==> src/rtl/core/frirp_pkg.sv <==
// ----------------------------------------------------------------------------
// frirp_pkg
// Shared types and constants of the fuel rate interpolator.
// ----------------------------------------------------------------------------
package frirp_pkg;

  // configuration register indexes
  typedef logic [2:0] cfg_idx_t;
  localparam cfg_idx_t CFG_FUEL_MODE      = 3'd0;
  localparam cfg_idx_t CFG_CAPACITY_KW    = 3'd1;
  localparam cfg_idx_t CFG_FUEL_INTERCEPT = 3'd2;
  localparam cfg_idx_t CFG_FUEL_SLOPE     = 3'd3;
  localparam cfg_idx_t CFG_ENTRIES_USED   = 3'd4;

  localparam logic CMD_LOAD    = 1'b0;
  localparam logic MODE_LOOKUP = 1'b1;

  localparam int CfgDataW  = 24;
  localparam int AccW      = 58;
  localparam int OpaW      = 41;
  localparam int MulBW     = 17;
  localparam int CntW      = 6;
  localparam int RatioSteps = 16;
  localparam int QuotSteps  = 41;
  localparam int LinShift   = 20;
  localparam int LutShift   = 4;

  typedef enum logic [1:0] {
    OP_LOAD,
    OP_ZERO,
    OP_LINEAR,
    OP_LOOKUP
  } op_t;

  typedef struct packed {
    op_t         op;
    logic [4:0]  idx;
    logic [16:0] ratio;
    logic [23:0] rate;
    logic [23:0] prod;
    logic [23:0] hours;
  } item_t;

  typedef struct packed {
    logic        mode;
    logic [23:0] capacity;
    logic [15:0] intercept;
    logic [15:0] slope;
    logic [5:0]  entries_used;
  } cfg_t;

  typedef enum logic [4:0] {
    ST_IDLE,
    ST_LIN0,
    ST_LIN1,
    ST_RATIO,
    ST_DIV,
    ST_EDGE,
    ST_SRD,
    ST_SCMP,
    ST_X0,
    ST_X1,
    ST_X2,
    ST_NUM,
    ST_QDIV,
    ST_ADJ,
    ST_MUL_LO,
    ST_MUL_HI,
    ST_DONE_W
  } st_t;

  function automatic logic [31:0] sat32(input logic [AccW-1:0] v);
    logic [31:0] r;
    if (v[AccW-1:32] != '0) begin
      r = 32'hFFFF_FFFF;
    end else begin
      r = v[31:0];
    end
    return r;
  endfunction

endpackage

==> src/rtl/core/frirp_front.sv <==
// ----------------------------------------------------------------------------
// frirp_front
// Input side: classifies each item and holds it in a two-entry queue.
// ----------------------------------------------------------------------------
module frirp_front
  import frirp_pkg::*;
(
  input  logic        clk,
  input  logic        rst_n,
  input  logic        mode,
  input  logic        push,
  output logic        full,
  input  logic        command,
  input  logic [4:0]  entry_index,
  input  logic [16:0] entry_load_ratio,
  input  logic [23:0] entry_fuel_rate,
  input  logic [23:0] power_kw,
  input  logic [23:0] step_hours,
  input  logic        running,
  output logic        q_valid,
  output item_t       q_head,
  input  logic        q_pop
);

  item_t      q_mem_r [2];
  logic       wr_ptr_r, wr_ptr_nxt;
  logic       rd_ptr_r, rd_ptr_nxt;
  logic [1:0] count_r, count_nxt;
  logic       push_xfer;
  item_t      item;

  always_comb begin
    item.idx   = entry_index;
    item.ratio = entry_load_ratio;
    item.rate  = entry_fuel_rate;
    item.prod  = power_kw;
    item.hours = step_hours;
    if (command == CMD_LOAD) begin
      item.op = OP_LOAD;
    end else if (!running) begin
      item.op = OP_ZERO;
    end else if (mode == MODE_LOOKUP) begin
      item.op = OP_LOOKUP;
    end else begin
      item.op = OP_LINEAR;
    end
  end

  assign full      = (count_r == 2'd2);
  assign q_valid   = (count_r != 2'd0);
  assign q_head    = q_mem_r[rd_ptr_r];
  assign push_xfer = push && !full;

  always_comb begin
    wr_ptr_nxt = wr_ptr_r ^ push_xfer;
    rd_ptr_nxt = rd_ptr_r ^ (q_pop && q_valid);
    count_nxt  = count_r + 2'(push_xfer) - 2'(q_pop && q_valid);
  end

  always_ff @(posedge clk) begin
    if (!rst_n) begin
      wr_ptr_r <= 1'b0;
      rd_ptr_r <= 1'b0;
      count_r  <= 2'd0;
    end else begin
      wr_ptr_r <= wr_ptr_nxt;
      rd_ptr_r <= rd_ptr_nxt;
      count_r  <= count_nxt;
    end
  end

  always_ff @(posedge clk) begin
    if (push_xfer) begin
      q_mem_r[wr_ptr_r] <= item;
    end
  end

endmodule

==> src/rtl/core/frirp_back.sv <==
// ----------------------------------------------------------------------------
// frirp_back
// Execution side: table memory, search sequencer, shared multiplier and
// bit-serial dividers, and the result register.
// ----------------------------------------------------------------------------
module frirp_back
  import frirp_pkg::*;
#(
  parameter int TABLE_DEPTH = 32
) (
  input  logic        clk,
  input  logic        rst_n,
  input  cfg_t        cfg,
  input  logic        q_valid,
  input  item_t       q_head,
  output logic        q_pop,
  output logic        out_valid,
  output logic [31:0] out_data,
  input  logic        out_pop
);

  localparam int AW = (TABLE_DEPTH > 1) ? $clog2(TABLE_DEPTH) : 1;
  localparam int NW = $clog2(TABLE_DEPTH + 1);

  logic [16:0] bp_mem [TABLE_DEPTH];
  logic [23:0] rt_mem [TABLE_DEPTH];
  logic [16:0] bp_q;
  logic [23:0] rt_q;

  st_t state_r, state_nxt;

  logic [23:0]     prod_r, prod_nxt;
  logic [23:0]     hours_r, hours_nxt;
  logic            lin_r, lin_nxt;
  logic [AW-1:0]   seg_r, seg_nxt;
  logic [CntW-1:0] cnt_r, cnt_nxt;
  logic [23:0]     rem_r, rem_nxt;
  logic [15:0]     ratio_r, ratio_nxt;
  logic [16:0]     qrem_r, qrem_nxt;
  logic [16:0]     x0_r, x0_nxt, x1_r, x1_nxt, dmag_r, dmag_nxt;
  logic [23:0]     y0_r, y0_nxt, y1_r, y1_nxt;
  logic            neg_r, neg_nxt;
  logic [AccW-1:0] acc_r, acc_nxt, t_r, t_nxt;
  logic [OpaW-1:0] opa_r, opa_nxt;
  logic            out_valid_r, out_valid_nxt;
  logic [31:0]     out_data_r, out_data_nxt;

  logic [OpaW-1:0]  mul_a;
  logic [MulBW-1:0] mul_b;
  logic [AccW-1:0]  mul_p;
  logic [AW-1:0]    rd_addr;
  logic             mem_we;
  logic [NW-1:0]    n_cl;
  logic             seg_last;
  logic             edge_case;
  logic             slot_free;

  logic [24:0] rem2;
  logic        rge;
  logic [17:0] qt;
  logic        qge;
  logic signed [17:0] den, dx;
  logic signed [24:0] dy;
  logic [16:0] dx_mag;
  logic [23:0] dy_mag;
  logic signed [42:0] res;

  assign mul_p = AccW'(mul_a) * AccW'(mul_b);

  always_comb begin
    if (cfg.entries_used < 6'd2) begin
      n_cl = NW'(2);
    end else if (32'(cfg.entries_used) > TABLE_DEPTH) begin
      n_cl = NW'(TABLE_DEPTH);
    end else begin
      n_cl = NW'(cfg.entries_used);
    end
  end

  assign seg_last  = (32'(seg_r) + 32'd2) >= 32'(n_cl);
  assign edge_case = (prod_r == '0) || (prod_r >= cfg.capacity);
  assign slot_free = !out_valid_r || out_pop;

  // one restoring step of production*65536/capacity
  assign rem2      = {rem_r, 1'b0};
  assign rge       = rem2 >= {1'b0, cfg.capacity};
  assign ratio_nxt = (state_r == ST_DIV) ? {ratio_r[14:0], rge} : ratio_r;

  // one restoring step of the interpolation quotient
  assign qt  = {qrem_r, acc_r[OpaW-1]};
  assign qge = qt >= {1'b0, dmag_r};

  always_comb begin
    den    = $signed({1'b0, x1_r}) - $signed({1'b0, x0_r});
    dx     = $signed({2'b00, ratio_r}) - $signed({1'b0, x0_r});
    dy     = $signed({1'b0, y1_r}) - $signed({1'b0, y0_r});
    dx_mag = dx[17] ? 17'(-dx) : dx[16:0];
    dy_mag = dy[24] ? 24'(-dy) : dy[23:0];
    if (neg_r) begin
      res = $signed({19'd0, y0_r}) - $signed({2'b00, acc_r[OpaW-1:0]});
    end else begin
      res = $signed({19'd0, y0_r}) + $signed({2'b00, acc_r[OpaW-1:0]});
    end
  end

  // next state
  always_comb begin
    state_nxt = state_r;
    case (state_r)
      ST_IDLE: begin
        if (q_valid) begin
          case (q_head.op)
            OP_LOAD:   state_nxt = ST_IDLE;
            OP_ZERO:   state_nxt = ST_DONE_W;
            OP_LINEAR: state_nxt = ST_LIN0;
            OP_LOOKUP: state_nxt = ST_RATIO;
            default:   state_nxt = ST_IDLE;
          endcase
        end
      end
      ST_LIN0:  state_nxt = ST_LIN1;
      ST_LIN1:  state_nxt = ST_MUL_LO;
      ST_RATIO: state_nxt = edge_case ? ST_EDGE : ST_DIV;
      ST_DIV: begin
        if (cnt_r == CntW'(1)) begin
          state_nxt = (ratio_nxt == '0) ? ST_EDGE : ST_SRD;
        end
      end
      ST_EDGE:  state_nxt = ST_MUL_LO;
      ST_SRD:   state_nxt = seg_last ? ST_X0 : ST_SCMP;
      ST_SCMP:  state_nxt = (bp_q < {1'b0, ratio_r}) ? ST_SRD : ST_X0;
      ST_X0:    state_nxt = ST_X1;
      ST_X1:    state_nxt = ST_X2;
      ST_X2:    state_nxt = ST_NUM;
      ST_NUM:   state_nxt = (den == '0) ? ST_MUL_LO : ST_QDIV;
      ST_QDIV:  state_nxt = (cnt_r == CntW'(1)) ? ST_ADJ : ST_QDIV;
      ST_ADJ:   state_nxt = ST_MUL_LO;
      ST_MUL_LO: state_nxt = ST_MUL_HI;
      ST_MUL_HI: state_nxt = ST_DONE_W;
      ST_DONE_W: state_nxt = slot_free ? ST_IDLE : ST_DONE_W;
      default:  state_nxt = ST_IDLE;
    endcase
  end

  // datapath and outputs
  always_comb begin
    q_pop         = 1'b0;
    mem_we        = 1'b0;
    rd_addr       = '0;
    mul_a         = '0;
    mul_b         = '0;
    prod_nxt      = prod_r;
    hours_nxt     = hours_r;
    lin_nxt       = lin_r;
    seg_nxt       = seg_r;
    cnt_nxt       = cnt_r;
    rem_nxt       = rem_r;
    qrem_nxt      = qrem_r;
    x0_nxt        = x0_r;
    x1_nxt        = x1_r;
    y0_nxt        = y0_r;
    y1_nxt        = y1_r;
    dmag_nxt      = dmag_r;
    neg_nxt       = neg_r;
    acc_nxt       = acc_r;
    t_nxt         = t_r;
    opa_nxt       = opa_r;
    out_valid_nxt = out_valid_r && !out_pop;
    out_data_nxt  = out_data_r;
    case (state_r)
      ST_IDLE: begin
        if (q_valid) begin
          q_pop     = 1'b1;
          prod_nxt  = q_head.prod;
          hours_nxt = q_head.hours;
          lin_nxt   = (q_head.op != OP_LOOKUP);
          acc_nxt   = '0;
          mem_we    = (q_head.op == OP_LOAD) && (32'(q_head.idx) < TABLE_DEPTH);
        end
      end
      ST_LIN0: begin
        mul_a   = OpaW'(cfg.capacity);
        mul_b   = MulBW'(cfg.intercept);
        acc_nxt = mul_p;
      end
      ST_LIN1: begin
        mul_a   = OpaW'(prod_r);
        mul_b   = MulBW'(cfg.slope);
        opa_nxt = OpaW'(acc_r + mul_p);
      end
      ST_RATIO: begin
        rd_addr = (prod_r == '0) ? '0 : AW'(n_cl - NW'(1));
        rem_nxt = prod_r;
        cnt_nxt = CntW'(RatioSteps);
        seg_nxt = '0;
      end
      ST_DIV: begin
        rem_nxt = rge ? 24'(rem2 - {1'b0, cfg.capacity}) : rem2[23:0];
        cnt_nxt = cnt_r - CntW'(1);
      end
      ST_EDGE: begin
        opa_nxt = OpaW'(rt_q);
      end
      ST_SRD: begin
        rd_addr = AW'(seg_r + AW'(1));
      end
      ST_SCMP: begin
        if (bp_q < {1'b0, ratio_r}) begin
          seg_nxt = AW'(seg_r + AW'(1));
        end
      end
      ST_X0: begin
        rd_addr = seg_r;
      end
      ST_X1: begin
        rd_addr = AW'(seg_r + AW'(1));
        x0_nxt  = bp_q;
        y0_nxt  = rt_q;
      end
      ST_X2: begin
        x1_nxt = bp_q;
        y1_nxt = rt_q;
      end
      ST_NUM: begin
        mul_a    = OpaW'(dy_mag);
        mul_b    = dx_mag;
        acc_nxt  = mul_p;
        neg_nxt  = dx[17] ^ dy[24] ^ den[17];
        dmag_nxt = den[17] ? 17'(-den) : den[16:0];
        qrem_nxt = '0;
        cnt_nxt  = CntW'(QuotSteps);
        if (den == '0) begin
          opa_nxt = OpaW'(y0_r);
        end
      end
      ST_QDIV: begin
        qrem_nxt = qge ? 17'(qt - {1'b0, dmag_r}) : qt[16:0];
        acc_nxt  = AccW'({acc_r[OpaW-2:0], qge});
        cnt_nxt  = cnt_r - CntW'(1);
      end
      ST_ADJ: begin
        if (res[42]) begin
          opa_nxt = '0;
        end else if (res > 43'sh0FF_FFFF) begin
          opa_nxt = OpaW'(24'hFF_FFFF);
        end else begin
          opa_nxt = OpaW'(res[23:0]);
        end
      end
      ST_MUL_LO: begin
        mul_a = opa_r;
        mul_b = MulBW'(hours_r[11:0]);
        t_nxt = mul_p;
      end
      ST_MUL_HI: begin
        mul_a   = opa_r;
        mul_b   = MulBW'(hours_r[23:12]);
        acc_nxt = mul_p + (t_r >> 12);
      end
      ST_DONE_W: begin
        if (slot_free) begin
          out_valid_nxt = 1'b1;
          out_data_nxt  = lin_r ? sat32(acc_r >> LinShift) : sat32(acc_r >> LutShift);
        end
      end
      default: ;
    endcase
  end

  always_ff @(posedge clk) begin
    if (!rst_n) begin
      state_r     <= ST_IDLE;
      out_valid_r <= 1'b0;
    end else begin
      state_r     <= state_nxt;
      out_valid_r <= out_valid_nxt;
    end
  end

  always_ff @(posedge clk) begin
    prod_r     <= prod_nxt;
    hours_r    <= hours_nxt;
    lin_r      <= lin_nxt;
    seg_r      <= seg_nxt;
    cnt_r      <= cnt_nxt;
    rem_r      <= rem_nxt;
    ratio_r    <= ratio_nxt;
    qrem_r     <= qrem_nxt;
    x0_r       <= x0_nxt;
    x1_r       <= x1_nxt;
    y0_r       <= y0_nxt;
    y1_r       <= y1_nxt;
    dmag_r     <= dmag_nxt;
    neg_r      <= neg_nxt;
    acc_r      <= acc_nxt;
    t_r        <= t_nxt;
    opa_r      <= opa_nxt;
    out_data_r <= out_data_nxt;
  end

  // table memories, one write and one registered read a cycle
  always_ff @(posedge clk) begin
    if (mem_we) begin
      bp_mem[AW'(q_head.idx)] <= q_head.ratio;
      rt_mem[AW'(q_head.idx)] <= q_head.rate;
    end
    bp_q <= bp_mem[rd_addr];
    rt_q <= rt_mem[rd_addr];
  end

  assign out_valid = out_valid_r;
  assign out_data  = out_data_r;

endmodule

==> src/rtl/core/fuel_rate_interpolator_core.sv <==
// ----------------------------------------------------------------------------
// fuel_rate_interpolator_core
// Fuel burned by a generator over one time step, linear model or table
// lookup with piecewise linear interpolation.
// ----------------------------------------------------------------------------
// Items pass through a two-deep queue to a sequential execution unit that
// handles one item at a time. A lookup step skips the segment search and
// takes the rate of an end entry when the production is zero or reaches
// the capacity, or when a small production divides down to a load ratio of
// zero; otherwise it searches the table for its segment and interpolates,
// and a segment with equal breakpoints skips the quotient. The time goes to
// the bit-serial ratio divider, the bit-serial interpolation divider, the
// segment search on the single table read port, and the shared multiplier.
// The result register lets the next item start while a result waits to be
// popped.
module fuel_rate_interpolator_core
  import frirp_pkg::*;
#(
  parameter int TABLE_DEPTH = 32
) (
  input  logic                clk,
  input  logic                rst_n,
  input  logic                in_push,
  output logic                in_full,
  input  logic                in_command,
  input  logic [4:0]          in_entry_index,
  input  logic [16:0]         in_entry_load_ratio,
  input  logic [23:0]         in_entry_fuel_rate,
  input  logic [23:0]         in_power_kw,
  input  logic [23:0]         in_step_hours,
  input  logic                in_running,
  output logic                out_empty,
  input  logic                out_pop,
  output logic [31:0]         out_fuel_litres,
  input  logic                cfg_valid,
  output logic                cfg_ready,
  input  cfg_idx_t            cfg_index,
  input  logic [CfgDataW-1:0] cfg_data
);

  cfg_t  cfg_r, cfg_nxt;
  logic  q_valid;
  logic  q_pop;
  item_t q_head;
  logic  out_valid;

  assign cfg_ready = 1'b1;

  always_comb begin
    cfg_nxt = cfg_r;
    if (cfg_valid) begin
      case (cfg_index)
        CFG_FUEL_MODE:      cfg_nxt.mode         = cfg_data[0];
        CFG_CAPACITY_KW:    cfg_nxt.capacity     = cfg_data[23:0];
        CFG_FUEL_INTERCEPT: cfg_nxt.intercept    = cfg_data[15:0];
        CFG_FUEL_SLOPE:     cfg_nxt.slope        = cfg_data[15:0];
        CFG_ENTRIES_USED:   cfg_nxt.entries_used = cfg_data[5:0];
        default: ;
      endcase
    end
  end

  always_ff @(posedge clk) begin
    if (!rst_n) begin
      cfg_r.mode         <= 1'b0;
      cfg_r.capacity     <= 24'd256;
      cfg_r.intercept    <= 16'd0;
      cfg_r.slope        <= 16'd0;
      cfg_r.entries_used <= 6'd2;
    end else begin
      cfg_r <= cfg_nxt;
    end
  end

  frirp_front u_front (
    .clk              (clk),
    .rst_n            (rst_n),
    .mode             (cfg_r.mode),
    .push             (in_push),
    .full             (in_full),
    .command          (in_command),
    .entry_index      (in_entry_index),
    .entry_load_ratio (in_entry_load_ratio),
    .entry_fuel_rate  (in_entry_fuel_rate),
    .power_kw         (in_power_kw),
    .step_hours       (in_step_hours),
    .running          (in_running),
    .q_valid          (q_valid),
    .q_head           (q_head),
    .q_pop            (q_pop)
  );

  frirp_back #(
    .TABLE_DEPTH (TABLE_DEPTH)
  ) u_back (
    .clk       (clk),
    .rst_n     (rst_n),
    .cfg       (cfg_r),
    .q_valid   (q_valid),
    .q_head    (q_head),
    .q_pop     (q_pop),
    .out_valid (out_valid),
    .out_data  (out_fuel_litres),
    .out_pop   (out_pop)
  );

  assign out_empty = !out_valid;

endmodule

==> config.mk <==
export PLATFORM = sky130hd
export DESIGN_NAME = fuel_rate_interpolator_core
export DESIGN_NICKNAME = d
export VERILOG_FILES = /design/src/rtl/core/frirp_pkg.sv /design/src/rtl/core/frirp_front.sv /design/src/rtl/core/frirp_back.sv /design/src/rtl/core/fuel_rate_interpolator_core.sv
export SDC_FILE = /design/constraint.sdc
export NUM_CORES = 2
export LEC_CHECK = 0
export ABC_AREA = 1
export BUFFER_PORTS_ARGS = -buffer_cell sky130_fd_sc_hd__buf_2
export CAP_MARGIN = 20
export CORE_AREA = 3 3 603 485
export CTS_CLUSTER_SIZE = 8
export DETAILED_ROUTE_END_ITERATION = 16
export DIE_AREA = 0 0 606 488
export GPL_TIMING_DRIVEN = 0
export HOLD_SLACK_MARGIN = 0.1
export PLACE_DENSITY_LB_ADDON = 0.1
export SETUP_SLACK_MARGIN = 0.02
export SLEW_MARGIN = 20
export SYNTH_ARGS = -nofsm -noshare
export SYNTH_HDL_FRONTEND = slang
export SYNTH_HIERARCHICAL = 1
export SYNTH_SLANG_ARGS = --single-unit
==> constraint.sdc <==
create_clock -name clk -period 11.9 [get_ports clk]
set_input_delay 0 -clock clk [delete_from_list [all_inputs] [get_ports clk]]
set_output_delay 0 -clock clk [all_outputs]
set_load 0.005 [all_outputs]
==> summary.md <==
| Metric | Value |
|---|---|
| Outcome | `completed` |
| Worst VDD drop | `0.149 mV` |
| Nets@finish | `14,342` |
| Die W | `606 um` |
| Final WL | `451,000 um` |
| Area after DPL | `128,000 um2` |
| Area Overhead vs Synth | `17.3%` |
| Top-area cell type share of the netlist area | `0.470` |
| Area contributors post-synth | `edfxtp_1, fa_1, nand2_1, inv_1, o211ai_1` |
| Max Fclk | `86.6 MHz` |
| CTS tree | `built` |
| Setup WS pre-CTS | `-1.14 ns` |
| Final WS setup | `0.353 ns` |
| Remaining global-route overflow | `0` |
| Vias in the first global route | `91,007` |
| Register area | `59,100 um2` |
| Wire per inst | `26.3 um` |
| Via Count | `95,195` |
| CTS buffer count | `297` |
| Max-slew headroom | `0.190` |
| Most frequent cell after synthesis | `nand2_1` |
| Layout cell share with drive strength beyond 1 | `0.105` |
| TritonRoute pass-1 iters | `7` |
| Number of flops mapped to enable cells by yosys | `1,882` |
| Final hold violations | `0` |
| Slowest cell on the critical path | `xor2_1` |
| Post-Syn Area per Cell | `9.85 um2` |
| PwrDens | `201 nW/um2` |
| Fillers | `26,532` |
| Ys flop type | `edfxtp_1` |
| Worst Max-Slew Pin Slew | `1.21 ns` |
| Worst setup SP type | `flop` |
| DRT antenna net count | `0` |
| Placed Instances | `16,379` |
| Yosys cell types | `86` |
| Hold Path Class | `in2reg` |
| I/O Pins | `163` |
| Yosys warns | `6` |
| Area of the multi-input gates | `52,700 um2` |
| Max FO, Critical Path | `10` |
| Port bufs | `161` |
| Non-filler cells, final | `17,139` |
| Remaining DRCs | `0` |
| Core box area | `287,000 um2` |
| Syn Inst Count | `12,220` |
| Clock sinks | `2,013` |
| Final setup viols | `0` |
| Worst Path Arrival | `12.08 ns` |
| Final worst-path cycle share | `0.970` |
| Overall power | `28.4 mW` |
| Min Tclk post-route | `11.55 ns` |
| Number of antenna violations at the first check in global routing | `16` |
| Design Area, Final | `141,000 um2` |
| Initial core utilization | `0.419` |
| Post-synth top cells | `nand2_1, inv_1, edfxtp_1` |
| Detail Placement HPWL | `351,000 um` |
| CTS H-tree depth | `5` |
| Overall routing resource usage | `0.302` |
| Ys async rst share | `0` |
| Clk_skew | `0.108 ns` |
| Final Util | `0.492` |
| First-pass GRT wire length | `649,000 um` |
| Setup CP Type | `reg2reg` |
| Worst skew pair latency | `0.87 ns` |
| Post-synthesis register bit count | `2,013` |
| Mapped cell area | `120,000 um2` |
| CP endpoint kind | `flop` |
| Largest area contributor in the netlist | `edfxtp_1` |
| Die ar. | `296,000 um2` |
| Fin. max-slew vios | `0` |
| Largest net degree at the start of global routing | `48` |
| RSZ-0062 raised after global routing | `true` |
| CTS root buffer | `clkbuf_16` |
| DRT iter0 DRCs | `10,918` |
| Leak Pwr | `56.9 nW` |
| Crit path largest cell delay | `0.78 ns` |
| Sequential share of the synthesized area | `0.491` |
| Max-cap violation count | `0` |
| Final GP Congestion | `0.974` |
| DIE HEIGHT | `488 um` |
| Most frequent CP cell | `inv_1` |
| Vias per cell | `5.55` |
| Reg clk slew, reported paths | `0.05 ns` |
| FP Rows | `176` |
| Worst endpoint required time | `12.44 ns` |
| Clock Path Buffers | `4` |
-- per-layer routing --
metal,global-route usage,wire length (um),vias up
met2,0.387,169000,4394
met1,0.502,223000,47560
met4,0.0566,8340,6
met3,0.0728,50700,443
li1,-,-,42792
met5,0,42,-
-- per-stage QoR --
stage	hold WS (ns)	setup TNS, ns
after floorplan	0.0935	0
after global placement	0.187	-189.84
after detailed placement	0.191	-20.30
after CTS	0.108	0
after global routing	0.170	-0.0229
final	0.178	0
-- final timing paths --
| check | start | to | slack, ns | cells past startpoint |
|---|---|---|---|---|
| worst min-delay path | cfg_data[10] | cfg_r[16] | 0.18 | 6 |
| worst max register to register | u_back/y0_r[7] | u_back/acc_r[37] | 0.35 | 45 |
| worst max-delay path | u_back/y0_r[7] | u_back/acc_r[37] | 0.35 | 45 |
| worst min register to register | u_back/rt_q[0] | u_back/y0_r[0] | 0.43 | 0 |
-- state kept, by name, summed over array words and instances (netlist names), 32 cells and up, named ones only --
| signal | flops |
|---|---|
| u_front/q_mem_r | 192 |
| u_back/bp_mem | 544 |
| u_back/t_r | 46 |
| u_back/out_data | 32 |
| cfg_r | 63 |
| u_back/acc_r | 58 |
| u_back/opa_r | 41 |
| u_back/rt_mem | 768 |
-- worst max-delay path, delay by kind of cell (launching register included) --
kind | cells | cell delay (ns)
AO/OA/AOI/OAI | 14 | 2.90
XOR/XNOR | 1 | 0.78
adder cells (fa/ha/maj) | 9 | 4.35
buffers and inverters | 11 | 1.23
flip-flops | 1 | 0.47
AND/OR/NAND/NOR | 10 | 1.53
-- cells by family (layout without fill, tap and decap cells) --
family                     after synthesis  in the layout  share of synthesized area
DFF                                   2013           2013                      0.491
xor gates and xnor gates               206            206                     0.0156
buffers and inverters                 2596           3601                     0.0857
muxes                                   96             96                     0.0102
other                                    3             90                  0.0000936
AOI/OAI and AO/OA                     1843           1843                     0.0996
adders and majority gates             1017           1017                      0.143
and+or+nand+nor                       4446           4446                      0.155
-- final cells by class --
class                      count  share of cell area
tap                         3827              0.0339
buffer                       479              0.0173
timing repair buffer         595              0.0422
clock inverter                22             0.00223
sequential                  2013               0.419
clock buffer                 388              0.0561
antenna                        4           0.0000709
multi-input combinational   7694               0.373
inverter                    2117              0.0565
-- cells in the final DEF, fill, tap and decap left out, drive strengths merged, types with 8 or more instances in the layout --
cell type	count
nor3	82
nand3	897
nand4	56
o31ai	11
a21oi	475
a211oi	8
a31oi	66
o221ai	11
clkbuf	553
o21a	66
nor4	36
nand2	2474
mux2	96
dfxtp	131
o211ai	709
fa	593
ha	424
o21ai	317
a32oi	21
a21boi	21
buf	616
a221oi	38
dlygate4sd3	292
xor2	138
or2	37
xnor2	68
conb	86
clkinv	25
a21o	22
a22o	13
inv	2109
o21bai	29
edfxtp	1882
nand3b	11
nor2	837
-- what timing repair did --
| action | 4_1_cts | 5_1_grt |
|---|---|---|
| gates cloned | 0 | 0 |
| hold buffers | 292 | 0 |
| resized for setup | 70 | 203 |
| hold endpoints to repair | 316 | 0 |
| pin swaps | 7 | 13 |
| endpoints found under the setup margin | 49 | 52 |
| buffers inserted | 21 | 31 |
-- power by group --
group / internal [mW] / switching (mW) / total [mW]
logic: 3.01 / 7.95 / 11.0
registers: 9.13 / 0.649 / 9.78
clock network: 4.61 / 3.07 / 7.68
Note: power is estimated with default switching activity, not from simulation.
